**config.mk**
```make
export PLATFORM = sky130hd
export DESIGN_NAME = alpi_sqrt
export DESIGN_NICKNAME = d
export VERILOG_FILES = /design/src/rtl/alpi_pkg.sv /design/src/rtl/alpi_sqrt.sv
export SDC_FILE = /design/constraint.sdc
export NUM_CORES = 1
export LEC_CHECK = 0
export ABC_AREA = 0
export CAP_MARGIN = 10
export CORE_UTILIZATION = 60
export CTS_CLUSTER_DIAMETER = 50
export DETAILED_ROUTE_END_ITERATION = 6
export DONT_BUFFER_PORTS = 1
export HOLD_SLACK_MARGIN = 0.03
export PLACE_DENSITY_LB_ADDON = 0.2
export RECOVER_POWER = 100
export SYNTH_ARGS = -nofsm -noshare
export SYNTH_HDL_FRONTEND = slang
export SYNTH_SLANG_ARGS = --single-unit
```
**constraint.sdc**
```tcl
create_clock -name clk -period 10.5 [get_ports clk]
set_clock_uncertainty 0.2 [all_clocks]
set_input_delay 0.525 -clock clk [delete_from_list [all_inputs] [get_ports clk]]
set_output_delay 0.525 -clock clk [all_outputs]
set_load 0.01 [all_outputs]
```
**src/rtl/alpi_pkg.sv**
```systemverilog
// alpi_pkg: shared widths, codes and control types of the arc-length path interpolator
// no dependencies; imported by alpi_lane, alpi_sqrt, alpi_div and the top level

package alpi_pkg;

  // default sizes
  localparam int MAX_POINTS_DEF = 256;
  localparam int MAX_DIM_DEF    = 8;

  // field widths
  localparam int FIELD_LANES = 8;
  localparam int COORD_W     = 32;
  localparam int FRAC_W      = 17;
  localparam int CMD_W       = 2;
  localparam int STAT_W      = 2;
  localparam int SEG_W       = 8;
  localparam int CFG_W       = 4;

  // stream packing
  localparam int IN_DATA_W  = 280;
  localparam int OUT_DATA_W = 264;
  localparam int FRAC_LSB   = FIELD_LANES * COORD_W;
  localparam int SEG_LSB    = FIELD_LANES * COORD_W;

  // arithmetic widths
  localparam int DIFF_W    = COORD_W + 1;
  localparam int SQ_W      = 65;
  localparam int SUM_W     = 68;
  localparam int SQRT_W    = 35;
  localparam int SQ_RAD_W  = 2 * SQRT_W;
  localparam int SQ_REM_W  = SQRT_W + 3;
  localparam int LEN_W     = 48;
  localparam int PROD_W    = DIFF_W + FRAC_W + 1;

  localparam logic [FRAC_W-1:0] ONE_Q16 = 17'h10000;

  // commands
  localparam logic [CMD_W-1:0] CMD_CLEAR  = 2'd0;
  localparam logic [CMD_W-1:0] CMD_APPEND = 2'd1;
  localparam logic [CMD_W-1:0] CMD_QUERY  = 2'd2;

  // status codes
  localparam logic [STAT_W-1:0] STAT_OK    = 2'd0;
  localparam logic [STAT_W-1:0] STAT_FULL  = 2'd1;
  localparam logic [STAT_W-1:0] STAT_EMPTY = 2'd2;

  // per-lane control from the sequencer
  typedef struct packed {
    logic cap_a;
    logic cap_b;
    logic do_sq;
    logic do_mul;
  } lane_ctrl_t;

endpackage

```
**src/rtl/alpi_sqrt.sv**
```systemverilog
// alpi_sqrt: iterative integer square root, two radicand bits per cycle
// depends on alpi_pkg

module alpi_sqrt import alpi_pkg::*; (
  input  logic              clk,
  input  logic              rst,
  input  logic              start,
  input  logic [SUM_W-1:0]  radicand,
  output logic [SQRT_W-1:0] root,
  output logic              done
);

  logic                    busy;
  logic [5:0]              cnt;
  logic [SQ_RAD_W-1:0]     rad;
  logic [SQ_REM_W-1:0]     rem;
  logic [SQ_REM_W-1:0]     rem_sh;
  logic [SQ_REM_W-1:0]     trial;

  assign rem_sh = {rem[SQ_REM_W-3:0], rad[SQ_RAD_W-1 -: 2]};
  assign trial  = SQ_REM_W'({root, 2'b01});

  // one result bit per cycle
  always_ff @(posedge clk) begin
    if (rst) begin
      busy <= 1'b0;
      done <= 1'b0;
      cnt  <= '0;
    end else begin
      done <= 1'b0;
      if (start) begin
        busy <= 1'b1;
        cnt  <= '0;
        rad  <= SQ_RAD_W'(radicand);
        rem  <= '0;
        root <= '0;
      end else if (busy) begin
        rad <= {rad[SQ_RAD_W-3:0], 2'b00};
        if (rem_sh >= trial) begin
          rem  <= rem_sh - trial;
          root <= {root[SQRT_W-2:0], 1'b1};
        end else begin
          rem  <= rem_sh;
          root <= {root[SQRT_W-2:0], 1'b0};
        end
        cnt <= cnt + 6'd1;
        if (cnt == 6'(SQRT_W - 1)) begin
          busy <= 1'b0;
          done <= 1'b1;
        end
      end
    end
  end

endmodule

```
# Word-level counts from Yosys, hierarchy flattened
# Cells that the tools add are included.
[totals]
reg_bits = 149
out_inout_bits = 36
inputBits = 71
[op_classes]
magnitude_cmp = 1
n_bitwise = 2
mux = 10
n_reduce_logical = 4
n_eq_ne = 1
addsub = 2
[op_table]
columns = ["cell", "count"]
rows = [
  ["2-to-1 mux 36 bit", 2],
  ["2-to-1 mux 70 bit", 1],
  ["2-to-1 mux 68 bit", 1],
  [">= comparator 38 x 37 -> 1 bit", 1],
  ["subtractor 36 bit", 1],
  ["2-to-1 mux 35 bit", 1],
  ["adder 6 x 1 -> 6 bit (second input constant)", 1],
  ["== test 6 bit (second input constant)", 1],
  ["2-to-1 mux 1 bit", 5],
  ["OR reduction 3 bit", 1],
  ["NOT 1 bit", 2],
  ["AND reduction 2 bit", 1],
  ["nonzero test 2 bit", 1],
  ["OR reduction 2 bit", 1],
]

# Logic depth before layout (Yosys ltp)
[logic_depth]
ltp_word = 4
mapped_depth = 13
ltp_nobuf = 10

# Worst setup path after synthesis
# OpenSTA, ideal clock, no wires.
[synth_timing]
kind = "input to register"
start = "input port start"
end = "register rad[0], enable pin"
required_time_ns = 9.656
setup_ns = 0.644
path_slack_ns = 2.646
arrival_time_ns = 7.010
n_path_buf = 2
cell_stages = 4
path_cell_list = "clkbuf_1 > clkbuf_1 > nor2_1 > nor2_1"
[synth_via]
elab_chain_len = 2
[synth_rtl]
columns = ["item", "line_no", "source"]
rows = [
  ["from (decl)", "alpi_sqrt.sv:7", "input logic start,"],
  ["nonzero test 2 bit (no line)", "--", ""],
  ["AND reduction 2 bit (no line)", "--", ""],
  ["to (signal assigned)", "alpi_sqrt.sv:34", "rad <= SQ_RAD_W'(radicand);"],
  ["to (signal assigned)", "alpi_sqrt.sv:38", "rad <= {rad[SQ_RAD_W-3:0], 2'b00};"],
  ["to (decl)", "alpi_sqrt.sv:15", "logic [SQ_RAD_W-1:0] rad;"],
]
# No other way between the ends.
# A chain may end at the register's enable or synchronous reset.

# Worst setup path after layout
[layout_timing]
start = "register busy"
end = "register root[11], enable pin"
[layout_via]
elab_chain_len = 2
[layout_rtl]
columns = ["item", "line_no", "source"]
rows = [
  ["from (decl)", "alpi_sqrt.sv:13", "logic busy;"],
  ["from (signal assigned)", "alpi_sqrt.sv:26", "busy <= 1'b0;"],
  ["from (signal assigned)", "alpi_sqrt.sv:32", "busy <= 1'b1;"],
  ["from (signal assigned)", "alpi_sqrt.sv:48", "busy <= 1'b0;"],
  ["nonzero test 2 bit (no line)", "--", ""],
  ["AND reduction 2 bit (no line)", "--", ""],
  ["to (signal assigned)", "alpi_sqrt.sv:41", "root <= {root[SQRT_W-2:0], 1'b1};"],
  ["to (signal assigned)", "alpi_sqrt.sv:44", "root <= {root[SQRT_W-2:0], 1'b0};"],
  ["to (decl)", "alpi_sqrt.sv:9", "output logic [SQRT_W-1:0] root,"],
]
# No other way between the ends.

==> metrics.cfg <==
[place]
place_area_um2=8429
io_buffers=0
dp.cells=892
dp_hpwl_mm=10.87
gp_congestion=0.9340

[outcome]
violations=max-capacitance violations, max-slew violations
status=complete, but fails checks

[die]
io_pins=107
die_w_um=119.8
placement_rows=42
start_util_pct=62.11
die_y_um=119.8
core_area_um2=13400
die_area_um2=14350

[timing]
maxSlewHeadroom_pct=-184.5
setup_violations=0
tns_ns=0
period_minus_slack_ns=4.416
hold_viol_final=0
fmax_mhz=226.4
worst_slew_pin_slew_ns=4.267
period_share_pct=42.06
rsz0062_at_grt=no
drv_slew=177

[power_and_ir_drop]
powerDensity_nw_per_um2=180.9
fin_total_pwr_mw=1.624
leakage_nw=3.382
ir_worst_vdd_uv=115.5

[yosys]
synthTopCellsByArea=edfxtp_1 (51%), mux2_2 (8.9%), ha_1 (5.9%)
synth_edf_count=141
synth_ff_type=edfxtp_1
syn_area_um2=8323
syn_nets=854
yosys_register_bits=149
yosys.area.top_type=edfxtp_1
async_reset_ff_share_pct=0
seq_area_frac_synth_pct=52.80
avgSynthCellArea_um2=11.19
synthCells=744
yosysTopAreaCellShare_pct=50.87
synth.distinct_cells=62
synth_warnings=0

[grt]
grt_use_total_pct=23.81
grt_max_degree=151
grt_pass1_wl_mm=26.56
antenna_found_initial=1
grt_pass1_vias=5530
grt.overflow.total=0

[flow_run]
maxCapViolCount=3

[clock_tree]
post_cts_buffers=0
cts_max_level=4
insertion_delay_ns=0.43
clockRootBuffer=clkbuf_16
ctsResizeCount=0
clkSinkCount=149
cts_made_buffers=17
cts_tree=done
cts.clk_slew.worst_paths_ns=0.06
cts.path.max_buffers=2

[worst_hold_path]
hp-class=in2reg

[finish]
fin_nets=846
area_growth_pct=7.877
drive_above_1_share_pct=14.97
utilization_pct=67.00
n_antenna_cell=0
fin_cells=924
final_area_um2=8979

[routing]
vias=5438
antenna_left=0
routed_wl_mm=15.99
drcViolationCount=0
drtPass1Iterations=5
drt-initial-drc-count=446
routedWlPerCell_um=17.31
viasPerCell=5.885

[critical_path]
cp_max_fo=79
critPathCaptureType=register
crit_path_start_kind=register
cp_data_arrival_time_ns=4.14
worstPathRequired_ns=10.23
ff2ff_setup_slack_ns=6.08
path_class=reg2reg

[timing repair]
item | in CTS | in global routing
endpoints found under the setup margin | 0 | 0
hold buffers | 1 | 0
hold endpoints to repair | 1 | 0
[cells in the final DEF, fill, tap and decap left out, types with 3 or more instances in the layout]
cell,n
a211oi_1,12
a21o_1,18
a21oi_1,63
a31oi_1,7
and2_0,4
and2_1,3
clkbuf_1,3
clkbuf_16,17
clkinvlp_4,4
dfxtp_1,8
edfxtp_1,141
ha_1,39
inv_1,55
inv_6,3
mux2_2,66
nand2_1,73
nand2b_1,7
nand3_1,9
nand4_1,11
nor2_1,68
nor2b_1,5
nor3_1,6
o211ai_1,3
o21a_1,7
o21ai_0,20
o21ai_1,6
o21bai_1,5
or2_2,4
or3_1,7
xnor2_1,17
xor2_1,11
[synthesized netlist by cell type (2+ instances only)]
cell,instances
buf_1,4
buf_4,2
nor3_1,6
o31ai_1,2
a31oi_1,7
mux2_2,66
edfxtp_1,141
nor3b_1,2
buf_2,2
xor2_1,11
inv_1,55
nand4_1,11
xnor2_1,17
a211oi_2,2
a21oi_1,63
ha_1,39
o221ai_1,2
a211oi_1,12
dfxtp_1,8
and2_1,5
o31ai_4,2
o21ai_0,19
or2_2,4
nor2_1,69
nand2_1,73
clkbuf_1,19
buf_6,2
o211ai_1,3
or3b_1,2
a21o_1,18
nor2b_1,5
o21bai_1,5
nand3_1,9
o21ai_1,7
nand2b_1,7
or3_1,7
o21a_1,7
and3_1,2
o22ai_1,2
a2111o_1,2
clkbuf_2,2
[sequential cells by signal (all words and copies together), names as in the netlist]
| register | flops |
|---|---|
| cnt | 6 |
| rad | 70 |
| done | 1 |
| rem | 36 |
| busy | 1 |
| root | 35 |
[cell families (layout without fill, tap and decap cells)]
kind of cell	Yosys count	count (layout)	synth area share (%)
simple gates	208	208	11.56
compound gates	168	168	13.70
flops	149	149	52.80
buf+inv	86	90	4.209
mux	66	66	8.930
fa+ha+maj	39	39	5.863
xor+xnor	28	28	2.946
[path summary, 6_finish.rpt]
check,from,endpoint,cells past startpoint
hold / removal,start,root[33]$_SDFFCE_PP0P_,1
setup / recovery,busy$_SDFF_PP0_,root[11]$_SDFFCE_PP0P_,3
setup reg to reg,busy$_SDFF_PP0_,root[11]$_SDFFCE_PP0P_,3
hold reg to reg,cnt[5]$_SDFFE_PP0P_,done$_SDFF_PP0_,2
[worst max-delay path, cell delays in order, from the launching register on]
cell	delay [ns]
dfxtp_1	0.47
nor2_1	0.12
nor2_4	0.09
clkbuf_1	2.98
[where the power goes]
group          internal [mW]  total, mW  switching, mW
clock                  0.326      0.575          0.249
sequential             0.712      0.736         0.0236
combinational          0.129      0.313          0.184
[area by class of cell]
| type | count | area (um^2) |
|---|---|---|
| Fill cell | 1034 | 4422 |
| Clock buffer | 17 | 425.4 |
| Clock inverter | 14 | 127.6 |
| Multi-Input combinational cell | 509 | 3583 |
| Tap cell | 176 | 220.2 |
| Sequential cell | 149 | 4394 |
| Timing Repair Buffer | 4 | 21.27 |
| Inverter | 55 | 206.4 |
[through the flow]
step           setup WS (ns)  hold slack (ns)
2_1_floorplan          2.646           0.2441
3_3_place_gp           7.144           0.2702
3_5_place_dp           7.038           0.2842
4_1_cts                7.005          0.06526
5_1_grt                5.624          0.07283
6_report               6.084          0.08505
[metal layers]
layer / track usage [%] / up-vias / part of all wire, %
met5: 0 / - / 0
met4: 9.688 / 0 / 1.8
met3: 7.557 / 22 / 5.9
met2: 38.22 / 123 / 48
met1: 29.85 / 2604 / 45
li1: - / 2689 / -
Note: power is estimated with default switching activity, not from simulation.
