<file path="src/rtl/alpi_pkg.sv">
// alpi_pkg: shared widths, codes and control types of the arc-length path interpolator
// no dependencies; imported by alpi_lane, alpi_sqrt, alpi_div and the top level

package alpi_pkg;

  // default sizes
  localparam int MAX_POINTS_DEF = 256;
  localparam int MAX_DIM_DEF    = 8;

  // field widths
  localparam int FIELD_LANES = 8;
  localparam int COORD_W     = 32;
  localparam int FRAC_W      = 17;
  localparam int CMD_W       = 2;
  localparam int STAT_W      = 2;
  localparam int SEG_W       = 8;
  localparam int CFG_W       = 4;

  // stream packing
  localparam int IN_DATA_W  = 280;
  localparam int OUT_DATA_W = 264;
  localparam int FRAC_LSB   = FIELD_LANES * COORD_W;
  localparam int SEG_LSB    = FIELD_LANES * COORD_W;

  // arithmetic widths
  localparam int DIFF_W    = COORD_W + 1;
  localparam int SQ_W      = 65;
  localparam int SUM_W     = 68;
  localparam int SQRT_W    = 35;
  localparam int SQ_RAD_W  = 2 * SQRT_W;
  localparam int SQ_REM_W  = SQRT_W + 3;
  localparam int LEN_W     = 48;
  localparam int PROD_W    = DIFF_W + FRAC_W + 1;

  localparam logic [FRAC_W-1:0] ONE_Q16 = 17'h10000;

  // commands
  localparam logic [CMD_W-1:0] CMD_CLEAR  = 2'd0;
  localparam logic [CMD_W-1:0] CMD_APPEND = 2'd1;
  localparam logic [CMD_W-1:0] CMD_QUERY  = 2'd2;

  // status codes
  localparam logic [STAT_W-1:0] STAT_OK    = 2'd0;
  localparam logic [STAT_W-1:0] STAT_FULL  = 2'd1;
  localparam logic [STAT_W-1:0] STAT_EMPTY = 2'd2;

  // per-lane control from the sequencer
  typedef struct packed {
    logic cap_a;
    logic cap_b;
    logic do_sq;
    logic do_mul;
  } lane_ctrl_t;

endpackage

</file>
<file path="src/rtl/alpi_div.sv">
// alpi_div: restoring divider for the segment factor, one quotient bit per cycle
// depends on alpi_pkg; the numerator never exceeds the denominator

module alpi_div import alpi_pkg::*; (
  input  logic              clk,
  input  logic              rst,
  input  logic              start,
  input  logic [SQRT_W-1:0] num,
  input  logic [SQRT_W-1:0] den,
  output logic [FRAC_W-1:0] quo,
  output logic              done
);

  logic              busy;
  logic [4:0]        cnt;
  logic [SQRT_W-1:0] dreg;
  logic [SQRT_W:0]   rem;
  logic [SQRT_W:0]   rem_sh;

  // the first step takes the integer bit without a shift
  assign rem_sh = (cnt == '0) ? rem : {rem[SQRT_W-1:0], 1'b0};

  always_ff @(posedge clk) begin
    if (rst) begin
      busy <= 1'b0;
      done <= 1'b0;
      cnt  <= '0;
    end else begin
      done <= 1'b0;
      if (start) begin
        busy <= 1'b1;
        cnt  <= '0;
        rem  <= {1'b0, num};
        dreg <= den;
        quo  <= '0;
      end else if (busy) begin
        if (rem_sh >= {1'b0, dreg}) begin
          rem <= rem_sh - {1'b0, dreg};
          quo <= {quo[FRAC_W-2:0], 1'b1};
        end else begin
          rem <= rem_sh;
          quo <= {quo[FRAC_W-2:0], 1'b0};
        end
        cnt <= cnt + 5'd1;
        if (cnt == 5'(FRAC_W - 1)) begin
          busy <= 1'b0;
          done <= 1'b1;
        end
      end
    end
  end

endmodule

</file>
<file path="config.mk">
export PLATFORM = sky130hd
export DESIGN_NAME = alpi_div
export DESIGN_NICKNAME = d
export VERILOG_FILES = /design/src/rtl/alpi_pkg.sv /design/src/rtl/alpi_div.sv
export SDC_FILE = /design/constraint.sdc
export NUM_CORES = 1
export LEC_CHECK = 0
export BUFFER_PORTS_ARGS = -buffer_cell sky130_fd_sc_hd__buf_2
export CAP_MARGIN = 20
export CORE_ASPECT_RATIO = 0.6
export CORE_MARGIN = 3
export CORE_UTILIZATION = 30
export DETAILED_ROUTE_END_ITERATION = 8
export PLACE_DENSITY = 0.46
export SETUP_SLACK_MARGIN = 0.15
export SLEW_MARGIN = 20
export SYNTH_ARGS = -nofsm -noshare
export SYNTH_HDL_FRONTEND = slang
export SYNTH_SLANG_ARGS = --single-unit
</file>
<file path="constraint.sdc">
create_clock -name clk -period 4.88 [get_ports clk]
set_input_delay 0.732 -clock clk [delete_from_list [all_inputs] [get_ports clk]]
set_output_delay 0.732 -clock clk [all_outputs]
set_load 0.01 [all_outputs]
</file>
-- Word-level counts from Yosys, hierarchy flattened
Index checks and enable logic that the tools add are counted.
- flip-flop bits (word level): 95
- multiplexer cells: 10
- reduce and logical (&&, ||, !) cells: 6
- $lt $le $gt $ge: 1
- bitwise operators: 2
- equality and inequality tests: 1
- $add $sub $neg: 2
- operators with widths (kind ; number):
    $mux 36 ; 3
    $ge 36x35->1 ; 1
    $sub 36x35->36 ; 1
    $mux 35 ; 1
    $mux 17 ; 1
    $add 5x1->5 const B ; 1
    $eq 5x5->1 const B ; 1
    $logic_not 5->1 ; 1
    $mux 1 ; 5
    $reduce_and 2->1 ; 2
    $reduce_or 3->1 ; 1
    $not 1->1 ; 2
    $reduce_bool 2->1 ; 1
    $reduce_or 2->1 ; 1

-- Depth between registers and ports, before layout
- depth after elaboration: 6
- mapped depth: 19

-- Worst setup path before layout
OpenSTA, ideal clock, no wires.
- kind: flip-flop to flip-flop
- start: register cnt[0]
- end: register rem[30] (data pin)
- period minus slack after synthesis: 4.354 ns
- setup slack: 0.526 ns
- buffers on the path: 2
- arrival: 4.093 ns
- cell stages (with the launch flop): 16
- cells stage by stage: dfxtp_1 > inv_1 > ha_1 > nor4b_1 > buf_2 > buf_1 > mux2_2 > fa_1 > a21o_1 > a221o_1 > a211oi_4 > o211ai_2 > or3_1 > a31oi_1 > xnor2_1 > a221o_1
- cells in the longest elaborated chain, start to end: 6
- elaborated cells between the ends (all ways): 7
- classes of those cells: 1 x add/sub; 1 x order compare; 4 x mux; 1 x reduce/logical
- RTL lines (element ; RTL line ; RTL):
    from (decl) ; alpi_div.sv:15 ; logic [4:0] cnt;
    from (signal assigned) ; alpi_div.sv:44 ; cnt <= cnt + 5'd1;
    $logic_not 5->1 * ; alpi_div.sv:21 ; assign rem_sh = (cnt == '0) ? rem : {rem[SQRT_W-1:0], 1'b0};
    $mux 36 * ; alpi_div.sv:21 ;
    $sub 36x35->36 or $ge 36x35->1 (tied branches) ; alpi_div.sv:38, alpi_div.sv:37 ;
    $mux 36 * ; alpi_div.sv:37 ; if (rem_sh >= {1'b0, dreg}) begin
    $mux 36 * ; alpi_div.sv:36 ; end else if (busy) begin
    $mux 35 * ; alpi_div.sv:30 ; if (start) begin
    to (signal assigned) ; alpi_div.sv:33 ; rem <= {1'b0, num};
    to (signal assigned) ; alpi_div.sv:38 ; rem <= rem_sh - {1'b0, dreg};
    to (signal assigned) ; alpi_div.sv:41 ; rem <= rem_sh;
    to (decl) ; alpi_div.sv:17 ; logic [SQRT_W:0] rem;
Mark *: on every way between the ends. The rest lies on a longest branch, timed or not. The select of a mux whose other input is x is not followed.
A chain may end at the register's enable or synchronous reset.

-- Worst setup path in the final report
- start: register cnt[0]
- end: register rem[5] (data pin)
Same word-level chain as after synthesis.

==> results by stage <==
Floorplan:
- In this run the standard cell core region covers 20400 sq um.
- After floorplanning, the core was divided into 40 placement rows.
- Measured along the x axis, the die boundary spans 194 um.
- The die height is 119 um.
- The die covers ~23000 sq um.
- The boundary pin count is a little over 90.
- The initial utilization of the core area, before any placement, comes to 0.311.

Timing:
- The minimum period implied by the final worst setup slack is 4420 ps.
- For the pin with the worst max-slew slack, the measured transition is 869 ps.
- The worst slew margin relative to its limit is 0.419.
- Between clock sinks in the finished design, the worst skew comes to approximately 14 ps.
- Setup repair after global routing left no endpoint under its margin.
- In the finished design, the share of the clock period the worst path needs comes to 0.906.
- Setup total negative slack on the finished layout was measured at 0 ps.
- Setup slack closes at 458 ps.
- The number of max-slew violations in the final report came to 0.
- The final number of setup-violating endpoints is 0.
- Derived from the worst setup path, the maximum achievable clock frequency is 226 MHz.
- The number of hold violations in the final report was 0.

Clock tree:
- The clock sink count is 95.
- The H-tree depth is 3.
- At the later pin of the worst-skew pair, clock insertion delay measures roughly 370 ps.
- Counting the buffers created by CTS gives 9.
- TritonCTS built the clock tree.
- The clock-pin slew of the registers on the worst-case setup and hold paths is around 80 ps.
- After clock tree synthesis, the flow added hold-fix buffers numbering 0.
- The clock passes through at most 2 buffers.
- The master cell of the clock root buffer is clkbuf_16.

Status:
- The flow ran to the end, and the final reports show no timing, DRC or antenna violations.

Placement:
- At the end of routability-driven placement, the weighted congestion stood at ~0.87.
- The count of buffers from port buffering is 90.
- Prior to clock tree synthesis, the placed netlist has a worst setup slack of ~230 ps.
- The estimated wirelength of the detail-placed design is 12.9 mm.

Synth:
- The per-instance average area after synthesis is around 9.9 sq um.
- Synthesis instantiated 64 different standard cells from the library.
- The gate count after technology mapping is 640.
- The most instantiated flip-flop cell in the synthesis netlist is edfxtp_1.
- Synthesis inferred 95 register bits.
- The mapped cell area is 6340 sq um.
- The post-synth net total is 751.
- The synthesized design spends more area on one cell type than any other, namely edfxtp_1.
- The share of Yosys cell area claimed by the top area cell type is 0.417.
- The count of warnings emitted by yosys is 0.
- The share of flip-flops with an asynchronous set or reset is 0.
- The number of synthesized flops with an enable pin is about 90.
- For this run, the register share of the synthesized area comes to 0.439.
- By area the synthesized netlist is led by edfxtp_1 42%, ha_1 7.3%, mux2_2 6.8%.

Cells and area:
- The post-synthesis to final-layout area growth is 19.4%.
- The filler cells instantiated in the layout total 2023.
- The share of layout cells above drive strength 1 is 0.237.
- The register area is 2780 sq um.
- In the final design database the tool counted 840 nets.
- The total inserted antenna cells is 0.
- In the final layout, the multi-input gates occupy roughly 3300 sq um.

Drt:
- Dividing the detail-routed wire length by the instance count gives ~17 um.
- The violation count after the first detailed-route iteration is 334.
- The final routed wirelength across all metal layers is 17.6 mm.
- After detailed routing, the number of remaining DRC violations is 0.
- The first-pass iteration count of the detailed router is 4.
- Once detail routing completed, the nets flagged for antenna violations numbered 0.
- Detailed routing inserted a total of 5069 vias.
- The via-per-instance ratio is 5.03.

Min path:
- The kind of path behind the tightest hold check is in2reg.

Worst setup path:
- Data arrives at the worst endpoint at 4530 ps.
- The type of element launching the critical path is a flip-flop.
- At the worst endpoint, the required time is 4990 ps.
- STA classifies the critical path endpoint as a flip-flop.
- The critical-path maximum fanout is 19.
- The classification of the worst setup path is reg2reg.

Pwr:
- The analysis attributes to cell leakage a power of 3.20 nW.
- The peak supply drop is 185 uV.
- In this run the power density over the cells is about 370 nW/um^2.

Run:
- Max-cap violations in this run came to 0.

Global routing:
- The via count of the first global-routing pass is about 5.0k.
- The first global-routing pass estimated 27.7 mm of wire.
- In the global route stage, overall resource usage came out at 0.153.
- The maximum number of pins on one net before global-route repair is 45.
- The total congestion overflow after global routing is 0.
- The number of antenna violations at the first check in global routing is 0.
## metrics by stage
step           hold WS (ps)  total power, mW   util  instance area, sq um  std cells
3_3_place_gp            534             2.06  0.350                  7140        987
3_5_place_dp            542             2.06  0.350                  7140        987
4_1_cts                 513             2.83  0.366                  7450       1003
5_1_grt                 509             3.03  0.372                  7570       1007
2_1_floorplan           493             1.79      -                  6340        640
6_report                536             2.84  0.372                  7570       1007
## flip-flops by register name, summed over array words and instances (netlist names)
| signal | flops |
|---|---|
| rem | 36 |
| cnt | 5 |
| quo | 17 |
| done | 1 |
| busy | 1 |
| dreg | 35 |
## placed cells by master (no fill, tap or decap), drive strengths merged, types with 2 or more instances in the layout
master    n
a21o     27
inv      54
clkinv    2
clkbuf    9
a211oi    9
dfxtp     7
o31ai     4
nand3    12
a31oi    16
o41ai     2
nor3      6
o221ai    2
xor2     10
o21a      9
nor2     48
nand2    62
o21bai    4
a41oi     2
a221oi    2
or3       2
buf     105
a221o     3
or2       2
edfxtp   88
o211ai    4
and2      4
a311oi    2
ha       37
a21oi    53
o21ai    27
mux2     39
nor2b    17
and3     10
nand4     6
mux2i     5
xnor2    24
## logic make-up after synthesis
logic type               Yosys count  synth area share
multiplexers                      44            0.0772
adder cells (fa/ha/maj)           38            0.0762
AND/OR/NAND/NOR                  175             0.127
flip-flops                        95             0.439
XOR/XNOR                          34            0.0470
AO/OA/AOI/OAI                    176             0.185
buffers and inverters             78            0.0486
## cell type report
class | count | share of cell area
Tap cell | 273 | 0.0451
Clock inverter | 7 | 0.0116
Multi-Input combinational cell | 467 | 0.439
Sequential cell | 95 | 0.368
Timing Repair Buffer | 106 | 0.0823
Clock buffer | 9 | 0.0298
Inverter | 50 | 0.0248
## layer usage
metal  wire length [um]  vias to the layer above  global-route usage
li1                   -                     2517                   -
met3                867                       13              0.0402
met5                  0                        -                   0
met2               6890                      111               0.211
met1               9610                     2428               0.233
met4                184                        0              0.0397
## final timing paths
kind                                 to             startpoint  slack, ps  depth (start not counted)
setup reg to reg       rem[5]$_DFFE_PP_    cnt[0]$_SDFFE_PP0P_        460                         16
hold / removal       dreg[32]$_DFFE_PP_                den[32]        540                          1
hold reg to reg   quo[16]$_SDFFCE_PP0P_  quo[15]$_SDFFCE_PP0P_        560                          1
setup / recovery       rem[5]$_DFFE_PP_    cnt[0]$_SDFFE_PP0P_        460                         16
## power breakdown
group | total, mW | switching [mW] | internal, mW
Sequential | 1.02 | 0.0317 | 0.985
Combinational | 1.07 | 0.617 | 0.451
Clock | 0.752 | 0.342 | 0.410
## repair_timing
item	CTS	global route
endpoints found under the setup margin	0	21
resized for setup	0	8
setup buffers	0	2
## critical path, stage by stage (launching register included)
cell and delay, ps:
dfxtp_1 350, inv_1 70, ha_1 160, nor4b_4 210, bufbuf_16 350, mux2_2 390, fa_1 440, a21o_1 220
a221o_1 430, a211oi_4 300, o211ai_2 170, o21ai_2 280, a21oi_4 170, buf_4 220, nor2_1 90, a21oi_1 40
mux2_2 260
## synthesized netlist by cell type (2+ instances only)
cell and n:
o21bai_1 4, a221o_1 3, a211oi_1 8, o21ai_0 12, a221oi_1 2, nor2_1 48
buf_1 3, ha_1 37, dfxtp_1 7, edfxtp_1 88, nand3_1 12, o21a_1 9
nor3_1 6, or3_1 2, nor2b_1 17, buf_2 6, buf_4 2, a31oi_1 16
nand4_1 6, and3_1 10, o211ai_1 3, xor2_1 10, clkbuf_1 17, inv_1 49
o31ai_1 4, a41oi_1 2, a21oi_1 52, o221ai_1 2, and2_1 3, mux2i_1 5
a21o_1 27, o21ai_1 15, xnor2_1 24, nand2_1 62, mux2_2 38
(Power assumes the default switching activity.)
